`src/rtl/core/sstf_pkg.sv`:
```
// Shared types and constants for the shortest-seek-first scheduler.
// No dependencies; imported by the top level of the block.
`timescale 1ns / 1ps

package sstf_pkg;

  // Field widths fixed by the request and result formats
  localparam int CYL_BITS   = 10;
  localparam int DIST_BITS  = 10;
  localparam int TOTAL_BITS = 16;

  localparam int MAX_REQUESTS_DEF = 16;
  localparam logic [CYL_BITS-1:0]   START_CYL_RESET = CYL_BITS'(500);
  localparam logic [TOTAL_BITS-1:0] TOTAL_MAX       = '1;

  typedef struct packed {
    logic [CYL_BITS-1:0] cylinder;
    logic                last;
  } req_t;

  typedef struct packed {
    logic [CYL_BITS-1:0]   served_cylinder;
    logic [DIST_BITS-1:0]  seek_distance;
    logic [TOTAL_BITS-1:0] running_total;
    logic                  overflow;
    logic                  final_res;
  } res_t;

  typedef enum logic [1:0] {
    ST_IDLE,
    ST_SCAN,
    ST_SERVE
  } state_t;

endpackage

```
`src/rtl/core/sstf_ram.sv`:
```
// Generic single-write, single-read RAM with a registered read port.
// No dependencies.
`timescale 1ns / 1ps

module sstf_ram #(
  parameter int WIDTH = 10,
  parameter int DEPTH = 16,
  parameter int ADDR_W = (DEPTH > 1) ? $clog2(DEPTH) : 1
) (
  input  logic              clk,
  input  logic              we,
  input  logic [ADDR_W-1:0] waddr,
  input  logic [WIDTH-1:0]  wdata,
  input  logic              re,
  input  logic [ADDR_W-1:0] raddr,
  output logic [WIDTH-1:0]  rdata
);

  logic [WIDTH-1:0] mem [DEPTH];

  // Write port and registered read port
  always_ff @(posedge clk) begin
    if (we) begin
      mem[waddr] <= wdata;
    end
    if (re) begin
      rdata <= mem[raddr];
    end
  end

endmodule

```
`src/rtl/core/shortest_seek_first_scheduler_top.sv`:
```
// Top level of the shortest-seek-first scheduler: batch store, scan and serve control.
// Depends on sstf_pkg and sstf_ram.
`timescale 1ns / 1ps

// Requests are taken one per cycle with start while busy is low; a request that
// is not marked last only goes into the store and returns nothing. A request
// marked last closes the batch: the arm is placed at start_cylinder and the
// batch of n requests is served nearest first, ties to the lowest store slot.
// Each pick re-scans the unserved entries through the single read port of the
// request RAM, one entry per cycle, and busy stays high until the whole batch
// has been served. Every result appears on result for exactly one cycle with
// done high; there is no back-pressure, so the receiver must take it then.
// Requests beyond MAX_REQUESTS are dropped and flag overflow on every result
// of that batch. start_cylinder is written through cfg_valid/cfg_data; the user
// must do so only while the block is idle, which the block does not enforce.
module shortest_seek_first_scheduler_top
  import sstf_pkg::*;
#(
  parameter int MAX_REQUESTS = MAX_REQUESTS_DEF
) (
  input  logic                clk,
  input  logic                rst,
  input  logic                start,
  output logic                busy,
  input  req_t                req,
  input  logic                cfg_valid,
  output logic                cfg_ready,
  input  logic [CYL_BITS-1:0] cfg_data,
  output logic                done,
  output res_t                result
);

  localparam int IDX_W = (MAX_REQUESTS > 1) ? $clog2(MAX_REQUESTS) : 1;
  localparam int CNT_W = $clog2(MAX_REQUESTS + 1);
  localparam logic [CNT_W-1:0] CNT_MAX = CNT_W'(MAX_REQUESTS);

  function automatic logic [DIST_BITS-1:0] abs_diff(input logic [CYL_BITS-1:0] a,
                                                    input logic [CYL_BITS-1:0] b);
    abs_diff = (a > b) ? DIST_BITS'(a - b) : DIST_BITS'(b - a);
  endfunction

  state_t state, state_next;

  logic [CYL_BITS-1:0]  start_cyl;
  logic [CNT_W-1:0]     req_count;
  logic                 ovf;
  logic [CNT_W-1:0]     serve_idx;
  logic [CNT_W-1:0]     rd_ptr;
  logic                 rd_vld;
  logic                 rd_first;
  logic [IDX_W-1:0]     rd_idx_q;
  logic [CYL_BITS-1:0]  arm;
  logic [TOTAL_BITS-1:0] total;
  logic [CYL_BITS-1:0]  best_val;
  logic [DIST_BITS-1:0] best_d;
  logic [IDX_W-1:0]     best_idx;
  logic [CYL_BITS-1:0]  val_i;

  logic                 accept;
  logic                 store_ok;
  logic                 issue;
  logic                 scan_end;
  logic                 serve_final;
  logic [CNT_W-1:0]     serve_inc;
  logic [DIST_BITS-1:0] rd_dist;
  logic [TOTAL_BITS:0]  total_sum;
  logic [TOTAL_BITS-1:0] total_sat;

  logic                 ram_we;
  logic [IDX_W-1:0]     ram_waddr;
  logic [CYL_BITS-1:0]  ram_wdata;
  logic [CYL_BITS-1:0]  ram_rdata;

  sstf_ram #(
    .WIDTH (CYL_BITS),
    .DEPTH (MAX_REQUESTS),
    .ADDR_W(IDX_W)
  ) u_store (
    .clk  (clk),
    .we   (ram_we),
    .waddr(ram_waddr),
    .wdata(ram_wdata),
    .re   (issue),
    .raddr(rd_ptr[IDX_W-1:0]),
    .rdata(ram_rdata)
  );

  // Handshake and status terms
  assign accept      = start && !busy;
  assign store_ok    = req_count < CNT_MAX;
  assign scan_end    = rd_vld && (rd_ptr == req_count);
  assign serve_inc   = serve_idx + CNT_W'(1);
  assign serve_final = serve_inc == req_count;
  assign rd_dist     = abs_diff(ram_rdata, arm);
  assign total_sum   = {1'b0, total} + (TOTAL_BITS + 1)'(best_d);
  assign total_sat   = total_sum[TOTAL_BITS] ? TOTAL_MAX : total_sum[TOTAL_BITS-1:0];
  assign cfg_ready   = 1'b1;

  // Next state
  always_comb begin
    state_next = state;
    case (state)
      ST_IDLE: begin
        if (accept && req.last) begin
          state_next = ST_SCAN;
        end
      end
      ST_SCAN: begin
        if (scan_end) begin
          state_next = ST_SERVE;
        end
      end
      ST_SERVE: begin
        state_next = serve_final ? ST_IDLE : ST_SCAN;
      end
      default: state_next = ST_IDLE;
    endcase
  end

  // Outputs of the sequencer: busy, RAM write and read controls
  always_comb begin
    busy      = 1'b1;
    issue     = 1'b0;
    ram_we    = 1'b0;
    ram_waddr = req_count[IDX_W-1:0];
    ram_wdata = req.cylinder;
    case (state)
      ST_IDLE: begin
        busy   = 1'b0;
        ram_we = accept && store_ok;
      end
      ST_SCAN: begin
        issue = rd_ptr < req_count;
      end
      ST_SERVE: begin
        // move the entry at the served slot into the winner's place
        ram_we    = 1'b1;
        ram_waddr = best_idx;
        ram_wdata = val_i;
      end
      default: begin
        busy = 1'b1;
      end
    endcase
  end

  // Control registers
  always_ff @(posedge clk) begin
    if (rst) begin
      state     <= ST_IDLE;
      start_cyl <= START_CYL_RESET;
      req_count <= '0;
      ovf       <= 1'b0;
      rd_vld    <= 1'b0;
      done      <= 1'b0;
    end else begin
      state  <= state_next;
      rd_vld <= issue;
      done   <= (state == ST_SERVE);
      if (cfg_valid && cfg_ready) begin
        start_cyl <= cfg_data;
      end
      if (accept) begin
        if (store_ok) begin
          req_count <= req_count + CNT_W'(1);
        end else begin
          ovf <= 1'b1;
        end
      end
      if (state == ST_SERVE && serve_final) begin
        req_count <= '0;
        ovf       <= 1'b0;
      end
    end
  end

  // Scan pointers, arm position, running total and the best candidate
  always_ff @(posedge clk) begin
    if (accept && req.last) begin
      serve_idx <= '0;
      rd_ptr    <= '0;
      arm       <= start_cyl;
      total     <= '0;
    end
    if (issue) begin
      rd_ptr   <= rd_ptr + CNT_W'(1);
      rd_first <= rd_ptr == serve_idx;
      rd_idx_q <= rd_ptr[IDX_W-1:0];
    end
    if (rd_vld) begin
      if (rd_first) begin
        best_val <= ram_rdata;
        best_d   <= rd_dist;
        best_idx <= rd_idx_q;
        val_i    <= ram_rdata;
      end else if (rd_dist < best_d) begin
        best_val <= ram_rdata;
        best_d   <= rd_dist;
        best_idx <= rd_idx_q;
      end
    end
    if (state == ST_SERVE) begin
      arm       <= best_val;
      total     <= total_sat;
      serve_idx <= serve_inc;
      rd_ptr    <= serve_inc;
      result.served_cylinder <= best_val;
      result.seek_distance   <= best_d;
      result.running_total   <= total_sat;
      result.overflow        <= ovf;
      result.final_res       <= serve_final;
    end
  end

  // Checks on sequencing
  a_done_after_serve: assert property (@(posedge clk) disable iff (rst)
    done |-> $past(state == ST_SERVE))
    else $error("result strobe without a serve cycle");

  a_scan_in_range: assert property (@(posedge clk) disable iff (rst)
    (state == ST_SCAN) |-> (rd_ptr <= req_count && serve_idx < req_count))
    else $error("scan pointer beyond the batch");

  a_final_to_idle: assert property (@(posedge clk) disable iff (rst)
    (done && result.final_res) |-> (state == ST_IDLE))
    else $error("final result but batch still active");

  a_more_to_scan: assert property (@(posedge clk) disable iff (rst)
    (done && !result.final_res) |-> (state == ST_SCAN))
    else $error("non-final result but no further scan");

endmodule
```
`config.mk`:
```
export PLATFORM = sky130hd
export DESIGN_NAME = shortest_seek_first_scheduler_top
export DESIGN_NICKNAME = d
export VERILOG_FILES = /design/src/rtl/core/sstf_pkg.sv /design/src/rtl/core/sstf_ram.sv /design/src/rtl/core/shortest_seek_first_scheduler_top.sv
export SDC_FILE = /design/constraint.sdc
export NUM_CORES = 1
export LEC_CHECK = 0
export BUFFER_PORTS_ARGS = -buffer_cell sky130_fd_sc_hd__buf_2
export CAP_MARGIN = 15
export CORE_MARGIN = 1
export CORE_UTILIZATION = 61
export DETAILED_ROUTE_END_ITERATION = 8
export GPL_ROUTABILITY_DRIVEN = 0
export HOLD_SLACK_MARGIN = 0.15
export PLACE_DENSITY = 0.87
export SETUP_SLACK_MARGIN = 0.05
export SYNTH_ARGS = -nofsm -noshare
export SYNTH_HDL_FRONTEND = slang
export SYNTH_HIERARCHICAL = 1
export SYNTH_SLANG_ARGS = --single-unit
```
`constraint.sdc`:
```
create_clock -name clk -period 7 [get_ports clk]
set_clock_uncertainty 0.1 [all_clocks]
set_input_delay 0 -clock clk [delete_from_list [all_inputs] [get_ports clk]]
set_output_delay 0 -clock clk [all_outputs]
set_load 0.01 [all_outputs]
```
After elaboration in Yosys (flattened, before gate mapping) --
Memories as Yosys holds them, arrays and structs flattened. A register that Yosys moved wholly into a read port is not among the register bits. Cells that the tools add are included.
Storage, ports and cells: flip-flop bits (word level) 133, memory bits (writable) 160, input bits 25, output and inout bits 41, logic and storage cells 82, memories 1
Cells by class: add/subtract/negate cells 6, $lt $le $gt $ge 4, equal/unequal tests 7, mux-type cells 27, bitwise logic cells 1, reduce and logical (&&, ||, !) cells 15
Memory list:
- u_store.mem | words 16, width 10, rd ports 1, clocked after memory_dff 1, write ports 1, line sstf_ram.sv:19 | logic [WIDTH-1:0] mem [DEPTH];
Operators by type and width (number):
- 10-bit two-way mux | 8
- 16-bit two-way mux | 3
- 5-bit two-way mux | 4
- 10-bit subtractor | 2
- 16-bit by 10-bit adder with 17-bit output | 1
- 5-bit by 1-bit adder with 5-bit output (second input constant) | 3
- 5-bit equality test | 3
- 4-bit two-way mux | 3
- 10-bit > comparator | 1
- 10-bit less-than comparator | 1
- 2-bit AND reduction | 5
- 2-bit one-hot mux with 3 select lines | 1
- 1-bit logical AND | 5
- 5-bit less-than comparator | 1
- 5-bit less-than comparator (second input constant) | 1
- 1-bit two-way mux | 5
- 2-bit two-way mux | 2
- 2-bit nonzero test | 2
- 3-bit nonzero test | 1
- 2-bit by 1-bit equality test with 1-bit output (second input constant) | 1
- 2-bit equality test (second input constant) | 1
- 2-bit zero test | 1
- 2-bit by 1-bit inequality test with 1-bit output (second input constant) | 1
- 2-bit inequality test (second input constant) | 1
- 3 further kinds | 3

Depth between registers and ports, before layout --
depth after elaboration 6, gate-level depth with buffers 16, gate-level depth less buffers 16

Cells and area by module --
Netlist, hierarchy kept.
Modules (own cells, without submodules):
- shortest_seek_first_scheduler_top | instances 1, cells each 588, area an instance 6716.4 sq um, seq. area each 3793.6 sq um
- sstf_ram | instances 1, cells each 279, area an instance 6453.7 sq um, seq. area each 5104.9 sq um

Worst setup path before layout --
Ideal clock, no wire load.
path kind register to register, start reg u_store.rdata[0], read port of u_store.mem, end reg best_d[0], enable pin, setup time 0.412 ns, arrival 4.427 ns, data required time 6.488 ns, slack 2.061 ns, stages on the path, launching flop included 16, buffers on the path 0, period minus slack after synthesis 4.939 ns, cell sequence edfxtp_1 -> inv_1 -> ha_1 -> inv_1 -> fa_1 -> nand3_1 -> nand2_1 -> a221o_1 -> a21oi_4 -> mux2i_1 -> xor2_1 -> ha_1 -> or4b_2 -> a21oi_1 -> nand2b_1 -> o211ai_1
On the way: word-level cells in the longest chain between the ends 5, elaborated cells on any way between the ends 7, those cells by class 2 x add/sub; 2 x order compare; 1 x mux; 2 x reduce/logical
Ends and longest elaborated chain:
- start: declaration | line sstf_ram.sv:16 | output logic [WIDTH-1:0] rdata
- 10-bit subtractor or 10-bit > comparator (tied branches) | line shortest_seek_first_scheduler_top.sv:39 | abs_diff = (a > b) ? DIST_BITS'(a - b) : DIST_BITS'(b - a);
- 10-bit two-way mux (*) | line shortest_seek_first_scheduler_top.sv:39
- net rd_dist[9] | line shortest_seek_first_scheduler_top.sv:65 | logic [DIST_BITS-1:0] rd_dist;
- 10-bit less-than comparator (*) | line shortest_seek_first_scheduler_top.sv:196 | end else if (rd_dist < best_d) begin
- 2-bit nonzero test (no source line) (*)
- 2-bit AND reduction (no source line) (*)
- end signal: assignment | line shortest_seek_first_scheduler_top.sv:193 | best_d <= rd_dist;
- end signal: assignment | line shortest_seek_first_scheduler_top.sv:198 | best_d <= rd_dist;
- end: declaration | line shortest_seek_first_scheduler_top.sv:55 | logic [DIST_BITS-1:0] best_d;
The timed path passes the listed nets; every way through them passes the cells marked *. A chain may end at the register's enable or synchronous reset.

Worst setup path after layout --
start reg u_store.rdata[0], read port of u_store.mem, end reg best_val[0], enable pin
On the way: word-level cells in the longest chain between the ends 5, elaborated cells on any way between the ends 7, those cells by class 2 x add/sub; 2 x order compare; 1 x mux; 2 x reduce/logical
Ends and longest elaborated chain:
- 10-bit subtractor or 10-bit > comparator (tied branches) | line shortest_seek_first_scheduler_top.sv:39
- 10-bit two-way mux (*) | line shortest_seek_first_scheduler_top.sv:39
- net rd_dist[6] | line shortest_seek_first_scheduler_top.sv:65
- 10-bit less-than comparator (*) | line shortest_seek_first_scheduler_top.sv:196
- 2-bit nonzero test (no source line) (*)
- 2-bit AND reduction (no source line) (*)
- end signal: assignment | line shortest_seek_first_scheduler_top.sv:192 | best_val <= ram_rdata;
- end signal: assignment | line shortest_seek_first_scheduler_top.sv:197 | best_val <= ram_rdata;
- end: declaration | line shortest_seek_first_scheduler_top.sv:54 | logic [CYL_BITS-1:0] best_val;
Marked as above.

==> key figures <==
Synth
  – Seq/Total Area, Yosys: between 60% and 70%
  – Count leader, synth: edfxtp_1
  – Synth Register Bits: between 300 and 400
  – Synth top area share: roughly 65%
  – Syn nets: around 940
  – Synth top area cells: edfxtp_1 (65%), mux4_2 (4.8%), ha_1 (4.4%)
  – Post-Synthesis Cells: between 800 and 900
  – Yosys warnings: 6
  – Post-synth cell types: 65
  – Async set-reset flop share out of synthesis: 0%
  – Netlist Area Pre-Place: 0.01317 mm^2
  – Top post-synthesis cells by count: edfxtp_1 (283), nand2_1 (103), ha_1 (46), inv_1 (46), nor2_1 (42)
  – Mean post-synth cell area: between 15 and 20 um^2
  – Most used DFF post-synth: edfxtp_1
  – Post-synth EDFFs: between 200 and 300
  – Largest area contributor in the netlist: edfxtp_1

Routing
  – Total iterations of the first detailed-routing run: 5
  – Antenna Violating Nets Remaining: 0
  – Vias/cell: around 6
  – Vias: ~8,000
  – DRT iter0 DRCs: 647
  – Post-Route WL: 28,280 um
  – DR DRC count: 0
  – WL per Instance: ~22 um

Critical path
  – WP data required: just over 7 ns
  – Startpoint type of the worst setup path: register
  – Critical path type: register to register
  – Worst-path maximum fanout: 16
  – Worst EP arrival: ~5.5 ns
  – Worst path max stage delay: 0.86 ns
  – CP max stage cell: o211ai_1
  – Crit. End Element: register
  – Crit-path cells: inv_1, ha_1, inv_1, fa_1, nand3_1, nand2_1, a221o_1, a21oi_4, mux2i_1, xor2_1, ha_1, or4b_2, a21oi_1, nand2b_1, o211ai_1, buf_4
  – Reg2reg path depth: 16

Floorplanning
  – Starting Density: 62.45%
  – Chip width: about 150 um
  – Core Area: 0.02109 mm^2
  – Die Ht: roughly 150 um
  – Site Rows: 53
  – Die Area: 0.02218 mm^2
  – Number of placed I/O pins: 66

Power
  – Net Sw Frac: 21.85%
  – Overall Power: slightly below 4 mW
  – Combinational Power Share: 7.7%
  – Psw: ~0.85 mW
  – Clock Power Share: between 30% and 40%
  – PD cells: between 200 and 300 mW/mm^2
  – Peak supply drop: 337.2 uV
  – Leak: ~5.6 nW
  – Int Pwr: between 3 and 4 mW
  – Flop pwr share: about 53%

Global route
  – Largest net degree at the start of global routing: 50
  – Vias in the first global route: a little over 8,000
  – First-pass GRT wire length: ~44,000 um
  – Initial antenna violation count: 2
  – Total GRT Usage: 26.51%
  – Gr ovfl total: 0

Layout
  – Layout Area Growth over Synthesis: 14.94%
  – Final #Nets: between 1,000 and 1,500
  – Fraction of layout cells with a size suffix above 1: 15.86%
  – Fill count: roughly 1,200
  – Final core occ: between 70% and 80%
  – Final Cell Area: between 0.015 and 0.02 mm^2
  – Area of the multi-input gates: ~0.004 mm^2
  – FF+latch area: between 0.008 and 0.009 mm^2

Place
  – Port Buffer Count: 64
  – Area of placed instances: approximately 0.014 mm^2
  – Detailed placement HPWL: about 18,000 um

Timing
  – Fin crit period: between 5 and 6 ns
  – Max Freq: roughly 180 MHz
  – Slew HR: a little over a quarter
  – Slew @ Worst Pin: ~1.1 ns
  – Fin. Hold Viols: 0
  – Count of pins over their slew limit: 0
  – TNS Setup: 0 ns
  – Tcrit/Tclk final: a little under 80%
  – RSZ-0062 raised after global routing: no
  – Final number of setup-violating endpoints: 0

Worst hold path
  – Cells on Worst Hold Path: 3
  – HP Class: input port to register

Job
  – Max_cap viols: 0

Clock tree
  – H-tree levels: 1
  – Clock Pin Slew Worst Setup and Hold Paths: 0.07 ns
  – Clk buf depth: 3
  – CTS tree: done
  – Worst skew pair latency: 0.56 ns
  – TritonCTS Sinks: 303
  – CTS Buf Count: 30
  – CTS root buffer: clkbuf_16
  – Post-CTS Setup Bufs: 0

Run status
  – Status: finished, final reports clean
[kinds of logic after synthesis]
group                    after synthesis  synth area share, %
multiplexers                          53                8.218
other                                  1              0.02847
buffers and inverters                 76                2.603
AO/OA/AOI/OAI                        125                6.565
flip-flops                           303                67.57
AND/OR/NAND/NOR                      224                7.800
adder cells (fa/ha/maj)               49                4.826
XOR/XNOR                              36                2.394
[flip-flops by register name, summed over array words and instances, names as in the netlist]
name and flops:
val_i 10, u_store/mem 160, req_count 5, best_idx 4
u_store/rdata 10, arm 10, rd_ptr 5, done 1
best_d 10, state 2, rd_idx_q 4, best_val 10
result 38, rd_first 1, start_cyl 10, ovf 1
serve_idx 5, total 16, rd_vld 1
[cell usage in the layout (no fill, tap or decap), types with 10 or more instances in the layout]
cell type      instances
xor2_1                16
and2_1                10
a21oi_1               36
ha_1                  46
nor2b_1               11
mux4_1                12
mux4_2                28
inv_1                 46
dfxtp_1               20
nand2_1              103
a22oi_1               20
nor2_1                42
nand2b_1              10
mux2i_1               11
clkbuf_16             30
dlygate4sd3_1         45
o21ai_0               14
clkbuf_1              11
edfxtp_1             283
nand3_1               16
xnor2_1               20
buf_2                 64
[per-layer routing]
layer	global-route usage (%)	vias to the layer above	wire, um
met5	0	-	0
met4	12.70	0	1264
met3	5.352	90	1994
met2	46.40	381	14550
met1	31.35	3857	10460
li1	-	3514	-
[worst max-delay path, delay by kind of cell, from the launching register on]
kind	cells	cell delay [ns]
AOI/OAI and AO/OA	4	1.81
muxes	1	0.31
adders and majority gates	3	0.77
buffers and inverters	3	0.56
and+or+nand+nor	4	0.93
DFF	1	0.44
xor gates and xnor gates	1	0.14
[path summary, 6_finish.rpt]
kind / from / end / slack [ns]
worst max-delay path: u_store/rdata[0]$_DFFE_PP_ / best_val[0]$_DFFE_PP_ / 1.59
worst min-delay path: req[3] / u_store/mem[12][2]$_DFFE_PP_ / 0.15
worst max register to register: u_store/rdata[0]$_DFFE_PP_ / best_val[0]$_DFFE_PP_ / 1.59
worst min register to register: rd_idx_q[0]$_DFFE_PP_ / best_idx[0]$_DFFE_PP_ / 0.32
[power by group through the flow]
| stage | Combinational (mW) | Clock [mW] | Sequential (mW) |
|---|---|---|---|
| global placement | 0.254 | 0 | 2.08 |
| CTS | 0.294 | 1.56 | 2.04 |
| floorplan | 0.198 | 0 | 2.07 |
| detailed placement | 0.266 | 0 | 2.08 |
| global route | 0.325 | 1.63 | 2.04 |
| finish | 0.299 | 1.54 | 2.04 |
[timing repair]
item	CTS	global route
hold buffers	45	0
endpoints found under the setup margin	0	0
hold endpoints to repair	142	0
gates resized for setup	0	0
[through the flow]
stage,setup slack (ns),std cells,hold WS [ns]
6_report,1.593,1286,0.1490
5_1_grt,1.445,1285,0.1889
4_1_cts,1.650,1284,0.1591
3_5_place_dp,1.841,1184,0.1134
3_3_place_gp,2.010,1184,0.1109
2_1_floorplan,2.061,867,-0.001428
[layout make-up]
cell class                 instances  area share [%]
sequential                       303           58.78
multi-input combinational        488           26.07
timing repair buffer             116           5.438
clock buffer                      43           5.414
tap                              275           2.273
inverter                          47           1.165
clock inverter                    12          0.8265
antenna                            2         0.03306
Note: power is estimated with default switching activity, not from simulation.
